<file path="config.mk">
export PLATFORM = sky130hd
export DESIGN_NAME = buffered_delta_network_step_unit
export DESIGN_NICKNAME = d
export VERILOG_FILES = /design/src/hdl/bdn_pkg.sv /design/src/hdl/bdn_route_lane.sv /design/src/hdl/bdn_tally.sv /design/src/hdl/buffered_delta_network_step_unit.sv
export VERILOG_INCLUDE_DIRS = /design/src /design/src/hdl
export SDC_FILE = /design/constraint.sdc
export NUM_CORES = 2
export LEC_CHECK = 0
export BUFFER_PORTS_ARGS = -buffer_cell sky130_fd_sc_hd__buf_2
export CAP_MARGIN = 20
export CORE_MARGIN = 5
export CORE_UTILIZATION = 35
export CTS_BUF_LIST = sky130_fd_sc_hd__clkbuf_16
export CTS_CLUSTER_DIAMETER = 60
export CTS_CLUSTER_SIZE = 10
export DETAILED_ROUTE_END_ITERATION = 8
export MAX_ROUTING_LAYER = met4
export RECOVER_POWER = 50
export SYNTH_ARGS = -nofsm -noshare
export SYNTH_HDL_FRONTEND = slang
export SYNTH_SLANG_ARGS = --single-unit
</file>
<file path="constraint.sdc">
create_clock -name clock -period 25.8 [get_ports clock]
set_input_delay 3.87 -clock clock [delete_from_list [all_inputs] [get_ports clock]]
set_output_delay 3.87 -clock clock [all_outputs]
set_load 0.01 [all_outputs]
</file>
<file path="src/hdl/buffered_delta_network_step_unit_assert.svh">
// Assertion macros for the delta network step unit.
// BDN_ASSERT_IMPL: same-cycle implication. BDN_ASSERT_NEXT: next-cycle implication.
`ifndef BUFFERED_DELTA_NETWORK_STEP_UNIT_ASSERT_SVH
`define BUFFERED_DELTA_NETWORK_STEP_UNIT_ASSERT_SVH

`ifndef SYNTH
`define BDN_ASSERT_IMPL(lbl, clk, rst, ante, cons) \
   lbl: assert property (@(posedge clk) disable iff (rst) (ante) |-> (cons)) \
      else $error("assertion failed");
`define BDN_ASSERT_NEXT(lbl, clk, rst, ante, cons) \
   lbl: assert property (@(posedge clk) disable iff (rst) (ante) |=> (cons)) \
      else $error("assertion failed");
`else
`define BDN_ASSERT_IMPL(lbl, clk, rst, ante, cons)
`define BDN_ASSERT_NEXT(lbl, clk, rst, ante, cons)
`endif

`endif

</file>
<file path="src/hdl/bdn_pkg.sv">
`timescale 1ns / 1ps

package bdn_pkg;

   localparam int STAGES      = 3;
   localparam int PORTS       = 8;
   localparam int DELAY_BITS  = 16;

   localparam int PORT_BITS   = $clog2(PORTS);
   localparam int STAGE_BITS  = $clog2(STAGES);
   localparam int DEST_BITS   = STAGES;
   localparam int COUNT_BITS  = 4;
   localparam int SUM_BITS    = 19;
   localparam int MASK_BITS   = 8;
   localparam int DESTS_BITS  = 24;
   localparam int ARB_BITS    = 16;

   localparam logic [DELAY_BITS-1:0] DELAY_MAX = '1;

   typedef struct packed {
      logic                  valid;
      logic [PORT_BITS-1:0]  source;
      logic [DEST_BITS-1:0]  dest;
      logic [DELAY_BITS-1:0] delay;
   } slot_type;

   // one routing lane's verdict: did a packet move, and from which source slot
   typedef struct packed {
      logic             moved;
      logic [PORTS-1:0] take;
   } hop_type;

   typedef struct packed {
      logic [COUNT_BITS-1:0] accepted;
      logic [COUNT_BITS-1:0] blocked;
      logic [COUNT_BITS-1:0] departed;
      logic [SUM_BITS-1:0]   delay_sum;
   } result_type;

   // target slot in the next stage: low bits from the source, high bits from the destination
   function automatic logic [PORT_BITS-1:0] route(input logic [STAGE_BITS-1:0] stage,
                                                  input logic [PORT_BITS-1:0]  src,
                                                  input logic [DEST_BITS-1:0]  dst);
      logic [DEST_BITS-1:0] keep;
      logic [PORT_BITS-1:0] lo;
      logic [DEST_BITS-1:0] hi;
      keep = DEST_BITS'(STAGES - 1) - DEST_BITS'(stage);
      lo   = src >> (stage + 1'b1);
      hi   = (dst >> keep) << keep;
      return lo | PORT_BITS'(hi);
   endfunction

endpackage

</file>
<file path="src/hdl/bdn_route_lane.sv">
`timescale 1ns / 1ps

// One target slot of one stage boundary: finds contenders, arbitrates, moves.
module bdn_route_lane (
   input  logic [bdn_pkg::STAGE_BITS-1:0]           stage_idx,
   input  logic [bdn_pkg::PORT_BITS-1:0]            target_idx,
   input  logic                                     arb_bit,
   input  bdn_pkg::slot_type                        target_slot,
   input  bdn_pkg::slot_type [bdn_pkg::PORTS-1:0]   src_slots,
   output bdn_pkg::slot_type                        next_slot,
   output bdn_pkg::hop_type                         hop
);

   logic [bdn_pkg::PORTS-1:0]     contend;
   logic [bdn_pkg::PORT_BITS-1:0] first_idx;
   logic [bdn_pkg::PORT_BITS-1:0] last_idx;
   logic [bdn_pkg::PORT_BITS-1:0] winner;
   logic                          found;

   always_comb begin
      found     = 1'b0;
      first_idx = '0;
      last_idx  = '0;
      for (int j = 0; j < bdn_pkg::PORTS; j++) begin
         contend[j] = src_slots[j].valid &&
                      (bdn_pkg::route(stage_idx, src_slots[j].source, src_slots[j].dest)
                       == target_idx);
         if (contend[j]) begin
            if (!found) begin
               first_idx = bdn_pkg::PORT_BITS'(j);
            end
            found    = 1'b1;
            last_idx = bdn_pkg::PORT_BITS'(j);
         end
      end
      winner    = (arb_bit && (last_idx != first_idx)) ? last_idx : first_idx;
      hop.moved = found && !target_slot.valid;
      hop.take  = hop.moved ? (bdn_pkg::PORTS'(1) << winner) : '0;
      next_slot = hop.moved ? src_slots[winner] : target_slot;
   end

endmodule

</file>
<file path="src/hdl/bdn_tally.sv">
`timescale 1ns / 1ps

// Merges the lanes' outcomes into the tick's counts and departure delay sum.
module bdn_tally (
   input  bdn_pkg::slot_type [bdn_pkg::PORTS-1:0] depart_slots,
   input  logic [bdn_pkg::PORTS-1:0]              arrivals,
   input  logic [bdn_pkg::PORTS-1:0]              occupied,
   output bdn_pkg::result_type                    result
);

   always_comb begin
      result = '0;
      for (int j = 0; j < bdn_pkg::PORTS; j++) begin
         if (arrivals[j] && occupied[j]) begin
            result.blocked = result.blocked + 1'b1;
         end
         if (arrivals[j] && !occupied[j]) begin
            result.accepted = result.accepted + 1'b1;
         end
         if (depart_slots[j].valid) begin
            result.departed  = result.departed + 1'b1;
            result.delay_sum = result.delay_sum
                             + bdn_pkg::SUM_BITS'(depart_slots[j].delay);
         end
      end
   end

endmodule

</file>
<file path="src/hdl/buffered_delta_network_step_unit.sv">
`timescale 1ns / 1ps
// Delta network step unit: each accepted request word advances a three-stage,
// eight-port single-buffered switch fabric by one tick and yields one response
// word with the tick's accepted, blocked and departed counts and the summed
// delay of the departing packets. One word is taken per clock; its response
// appears in the output register on the next cycle. The rate is set by the
// fabric state register: the whole tick (aging, departures, back-to-front hops
// through one routing lane per target slot, arrivals) settles combinationally,
// and the next tick starts from the state it leaves. A request is held off
// only while a finished response sits unclaimed under rsp_stall.
`include "buffered_delta_network_step_unit_assert.svh"

module buffered_delta_network_step_unit (
   input  logic                               clock,
   input  logic                               reset,
   input  logic                               req_valid,
   output logic                               req_stall,
   input  logic [bdn_pkg::MASK_BITS-1:0]      req_arrival_mask,
   input  logic [bdn_pkg::DESTS_BITS-1:0]     req_arrival_dests,
   input  logic [bdn_pkg::ARB_BITS-1:0]       req_arbitration_bits,
   output logic                               rsp_valid,
   input  logic                               rsp_stall,
   output logic [bdn_pkg::COUNT_BITS-1:0]     rsp_accepted_count,
   output logic [bdn_pkg::COUNT_BITS-1:0]     rsp_blocked_count,
   output logic [bdn_pkg::COUNT_BITS-1:0]     rsp_departed_count,
   output logic [bdn_pkg::SUM_BITS-1:0]       rsp_delay_sum
);

   localparam int LAST = bdn_pkg::STAGES - 1;

   // fabric state, one row of slots per stage
   bdn_pkg::slot_type [bdn_pkg::PORTS-1:0] state_ff [bdn_pkg::STAGES];
   bdn_pkg::slot_type [bdn_pkg::PORTS-1:0] state_in [bdn_pkg::STAGES];
   // after delay aging
   bdn_pkg::slot_type [bdn_pkg::PORTS-1:0] aged     [bdn_pkg::STAGES];
   // after outgoing hops (or departures, for the last stage)
   bdn_pkg::slot_type [bdn_pkg::PORTS-1:0] vacated  [bdn_pkg::STAGES];
   // after incoming hops (or arrivals, for stage 0)
   bdn_pkg::slot_type [bdn_pkg::PORTS-1:0] filled   [bdn_pkg::STAGES];

   bdn_pkg::hop_type hop [bdn_pkg::STAGES-1][bdn_pkg::PORTS];

   logic [bdn_pkg::PORTS-1:0] arrivals;
   logic [bdn_pkg::PORTS-1:0] occupied;
   bdn_pkg::result_type       result;
   logic                      req_fire;

   logic                              rsp_valid_ff;
   logic [bdn_pkg::COUNT_BITS-1:0]    accepted_ff;
   logic [bdn_pkg::COUNT_BITS-1:0]    blocked_ff;
   logic [bdn_pkg::COUNT_BITS-1:0]    departed_ff;
   logic [bdn_pkg::SUM_BITS-1:0]      delay_sum_ff;

   // output register frees up on the same edge it is drained
   assign req_stall = rsp_valid_ff && rsp_stall;
   assign req_fire  = req_valid && !req_stall;

   // aging: every held packet's delay +1, saturating
   always_comb begin
      for (int s = 0; s < bdn_pkg::STAGES; s++) begin
         for (int p = 0; p < bdn_pkg::PORTS; p++) begin
            aged[s][p] = state_ff[s][p];
            if (state_ff[s][p].valid && (state_ff[s][p].delay != bdn_pkg::DELAY_MAX)) begin
               aged[s][p].delay = state_ff[s][p].delay + 1'b1;
            end
         end
      end
   end

   // per-stage vacate logic; kept per stage so the back-to-front chain has no false loop
   for (genvar s = 0; s < bdn_pkg::STAGES; s++) begin : g_vacate
      if (s == LAST) begin : g_depart
         always_comb begin
            vacated[s] = aged[s];
            for (int p = 0; p < bdn_pkg::PORTS; p++) begin
               vacated[s][p].valid = 1'b0;
            end
         end
      end else begin : g_hop_out
         always_comb begin
            logic taken;
            vacated[s] = aged[s];
            for (int p = 0; p < bdn_pkg::PORTS; p++) begin
               taken = 1'b0;
               for (int t = 0; t < bdn_pkg::PORTS; t++) begin
                  taken = taken | hop[s][t].take[p];
               end
               vacated[s][p].valid = aged[s][p].valid && !taken;
            end
         end
      end
   end

   // routing lanes: boundary b moves stage b packets into stage b+1
   for (genvar b = 0; b < bdn_pkg::STAGES - 1; b++) begin : g_boundary
      for (genvar t = 0; t < bdn_pkg::PORTS; t++) begin : g_lane
         bdn_route_lane u_lane (
            .stage_idx   (bdn_pkg::STAGE_BITS'(b)),
            .target_idx  (bdn_pkg::PORT_BITS'(t)),
            .arb_bit     (req_arbitration_bits[b * bdn_pkg::PORTS + t]),
            .target_slot (vacated[b+1][t]),
            .src_slots   (aged[b]),
            .next_slot   (filled[b+1][t]),
            .hop         (hop[b][t])
         );
      end
   end

   // arrivals enter stage 0 at their own port if the slot is free
   always_comb begin
      filled[0] = vacated[0];
      for (int p = 0; p < bdn_pkg::PORTS; p++) begin
         arrivals[p] = req_arrival_mask[p];
         occupied[p] = vacated[0][p].valid;
         if (arrivals[p] && !occupied[p]) begin
            filled[0][p].valid  = 1'b1;
            filled[0][p].source = bdn_pkg::PORT_BITS'(p);
            filled[0][p].dest   = req_arrival_dests[p * bdn_pkg::DEST_BITS +: bdn_pkg::DEST_BITS];
            filled[0][p].delay  = '0;
         end
      end
   end

   bdn_tally u_tally (
      .depart_slots (aged[LAST]),
      .arrivals     (arrivals),
      .occupied     (occupied),
      .result       (result)
   );

   always_comb begin
      for (int s = 0; s < bdn_pkg::STAGES; s++) begin
         state_in[s] = req_fire ? filled[s] : state_ff[s];
      end
   end

   // reset empties every slot and zeroes its fields
   always_ff @(posedge clock) begin
      if (reset) begin
         for (int s = 0; s < bdn_pkg::STAGES; s++) begin
            state_ff[s] <= '0;
         end
      end else begin
         for (int s = 0; s < bdn_pkg::STAGES; s++) begin
            state_ff[s] <= state_in[s];
         end
      end
   end

   // response word register
   always_ff @(posedge clock) begin
      if (reset) begin
         rsp_valid_ff <= 1'b0;
      end else if (req_fire) begin
         rsp_valid_ff <= 1'b1;
      end else if (!rsp_stall) begin
         rsp_valid_ff <= 1'b0;
      end
      if (req_fire) begin
         accepted_ff  <= result.accepted;
         blocked_ff   <= result.blocked;
         departed_ff  <= result.departed;
         delay_sum_ff <= result.delay_sum;
      end
   end

   assign rsp_valid          = rsp_valid_ff;
   assign rsp_accepted_count = accepted_ff;
   assign rsp_blocked_count  = blocked_ff;
   assign rsp_departed_count = departed_ff;
   assign rsp_delay_sum      = delay_sum_ff;

   `BDN_ASSERT_NEXT(a_fire_loads_word, clock, reset, req_fire, rsp_valid)
   `BDN_ASSERT_IMPL(a_full_holds_req, clock, reset, rsp_valid && rsp_stall, req_stall)
   `BDN_ASSERT_IMPL(a_sum_needs_departure, clock, reset, rsp_valid && (rsp_departed_count == '0), rsp_delay_sum == '0)
   `BDN_ASSERT_IMPL(a_arrivals_bounded, clock, reset, rsp_valid, (rsp_accepted_count + rsp_blocked_count) <= bdn_pkg::PORTS)

endmodule
</file>
==> metrics.md <==
| Metric | Value |
|---|---|
| CP startpoint | reset |
| Die Y | 380 um |
| Max Buffers Root-to-Sink | 3 |
| Cells after Synth | 6,932 |
| Setup Skew | 99.2 ps |
| Via-to-Cell Ratio | 6.34 |
| Crit share post-route | 60.3% |
| Filler cell count | 14,200 |
| Fraction of registers with async set or reset after synthesis | 0% |
| CTS tree | yes |
| Clock Pin Slew Worst Setup and Hold Paths | 50 ps |
| FP Rows | 135 |
| Final GP Congestion | 1.12 |
| Clock sink total | 484 |
| DRT antenna net count | 0 |
| Fin Setup TNS | 0 ps |
| Non-filler cells, final | 8,641 |
| CTS Hold Buffers Added | 0 |
| Most frequent cells in the layout | 965 x nor2_1, 825 x nand2_1, 531 x a21oi_1, 453 x dfxtp_1, 355 x o21ai_0 |
| Post-synth top area cell | dfxtp_1 |
| Post-synthesis compound-gate area fraction | 28.5% |
| Gr ovfl total | 0 |
| Cell at the root of the clock tree | clkbuf_16 |
| Peak VDD IR | 51.4 uV |
| Starting DRC count in detailed routing | 7,596 |
| Final setup viols | 0 |
| Post-synthesis adder-cell area fraction | 4.35% |
| Antenna violations before repair | 7 |
| Total of max-cap violations | 10 |
| YS warnings | 0 |
| Place WS | 12,670 ps |
| Final setup margin | 10,240 ps |
| Global-route wire length before repair | 323 mm |
| Post-synth EDFFs | 31 |
| Sequential fraction of the synthesis area | 20.8% |
| Postcts setup bufs | 0 |
| Worst path required time | 26,250 ps |
| Hpwl dp | 164 mm |
| Residual DRC count | 0 |
| Failing checks | max-capacitance violations, max-slew violations |
| Drt pass-1 iters | 7 |
| Clock latency on the worst-skew pair | 760 ps |
| P per Cell Area | 52.5 mW/mm2 |
| Post-Syn Nets | 7,145 |
| Worst Max-Slew Pin Slew | 5910 ps |
| RSZ-0062 raised after global routing | false |
| Slew Limit Headroom | -294% |
| Drt total wl | 224 mm |
| Via Count | 54,800 |
| Worst Path Arrival | 16,010 ps |
| Post-Syn Area per Cell | 6.92 um2 |
| Largest family of logic cells by synthesized area | compound AO/OA/AOI/OAI gates |
| Slew Limit Fails | 875 |
| Share of layout cells above drive strength 1 | 8.67% |
| Gr usage total | 30.1% |
| Post-Synth XOR/XNOR Area | 9.56% |
| Hold Vio Cnt, Final | 0 |
| IO Pins | 85 |
| Register area | 0.0100 mm2 |
| Hold Path Class | flip-flop to flip-flop |
| Top cells by area, synth | dfxtp_1 19%, nor2_1 7.6%, nand2_1 6.5% |
| TritonCTS Buffers | 80 |
| Area grow syn2layout | 11.1% |
| Top FF cell, synth | dfxtp_1 |
| Leading cell type in the layout, fill and taps excluded | nor2_1 |
| Worst-path maximum fanout | 115 |
| Worst Setup Start Kind | input pin |
| Core ar. | 0.136 mm2 |
| Largest net degree at the start of global routing | 143 |
| Cell variety after synth | 118 |
| Fin util | 39.3% |
| FF+latch count, synth | 484 |
| Hold_ws | 454 ps |
| Clock period minus final worst setup slack | 15,560 ps |
| Crit Path Category | input pin to flip-flop |
| DP Cell Count | 8,474 |
| Post-Synth Simple-Gate Area | 27.8% |
| Crit. End Element | flip-flop |
| Die Area | 0.145 mm2 |
| Area occupied by multi-input gates | 0.0360 mm2 |
| Input/output buffers | 76 |
| Die width | 380 um |
| Status | finished with violations |
| Drt wl/cell | 25.9 um |
| Fmax | 64.3 MHz |
| CTS H-tree lvls | 3 |
| Yosys top cell area share | 18.9% |
| Post_cts resized | 0 |
| RR Startpoint | state_ff[0][378]$_SDFFE_PP0P_ |
| Initial Utilization | 35.3% |
| Vias in the first global route | 48,200 |
| Nets | 7,007 |
| Leakage | 19.5 nW |
| Mux contribution to synthesized area | 3.96% |
| Post-Syn Area | 0.0480 mm2 |
| Worst hold start | state_ff[0][36]$_SDFFE_PP0P_ |
## flip-flops by register name, indices dropped and copies added (netlist names)
name / flops
state_ff: 452
rsp_delay_sum: 19
rsp_accepted_count: 4
rsp_blocked_count: 4
rsp_departed_count: 4
rsp_valid: 1
## power breakdown
group	total [mW]	switching [mW]	internal [mW]
combinational	0.851	0.568	0.283
clock	1.10	0.451	0.650
sequential	0.848	0.0485	0.799
## area by class of cell
class	count	area share, %
Clock buffer	81	3.80
Multi-Input combinational cell	5811	67.5
Sequential cell	484	18.7
Antenna cell	8	0.0375
Timing Repair Buffer	287	3.63
Tap cell	1781	4.18
Clock inverter	59	1.21
Inverter	130	0.917
## cell families after synthesis
kind of cell / Yosys count
AOI/OAI and AO/OA: 2081
xor gates and xnor gates: 509
adders and majority gates: 163
buffers and inverters: 637
DFF: 484
muxes: 163
and+or+nand+nor: 2895
## critical path, cell delays in order
cell	delay [ps]
clkbuf_1	3950
clkbuf_1	3050
clkbuf_1	3530
buf_4	1100
a311oi_1	80
## cells in the mapped netlist (all sizes together), types with 15 or more instances
master / number
and4: 26
xor2: 192
o311ai: 25
a211oi: 263
o31ai: 28
ha: 154
nand2b: 25
a21o: 39
a21oi: 534
o2111ai: 15
and2: 39
mux2: 67
nand4b: 19
nand3: 312
a31oi: 47
edfxtp: 31
nor3: 275
o21bai: 15
nor4: 31
mux4: 15
nand3b: 16
o21ai: 383
nor2: 974
o22ai: 137
xnor2: 312
or2: 27
o41ai: 18
buf: 78
mux2i: 81
clkbuf: 429
nand4: 93
and3: 79
a221oi: 20
a311oi: 57
inv: 127
nor3b: 19
o211ai: 239
o221ai: 33
a22oi: 42
nand2: 825
dfxtp: 453
nor2b: 31
o21a: 51
or3: 38
## stage by stage
stage / power [mW] / cell area, um2
2_1_floorplan: 1.39 / 48000
3_3_place_gp: 1.66 / 50500
3_5_place_dp: 1.67 / 50600
4_1_cts: 2.78 / 53200
5_1_grt: 2.91 / 53300
6_report: 2.80 / 53300
## layer usage
layer	GRT usage, %	up-vias	share of wire [%]
met3	8.42	774	12
met4	17.2	0	6.9
met5	-	-	0
met1	37.9	25800	40
met2	43.1	3073	42
li1	-	25200	-
## final timing paths
kind | end | slack [ps] | cells after the start
max | state_ff[0][22]$_SDFFE_PP0P_ | 10240 | 5
max reg2reg | rsp_delay_sum[18]$_DFFE_PP_ | 12550 | 52
min reg2reg | state_ff[0][36]$_SDFFE_PP0P_ | 450 | 2
min | state_ff[0][36]$_SDFFE_PP0P_ | 450 | 2
Note: power is estimated with default switching activity, not from simulation.
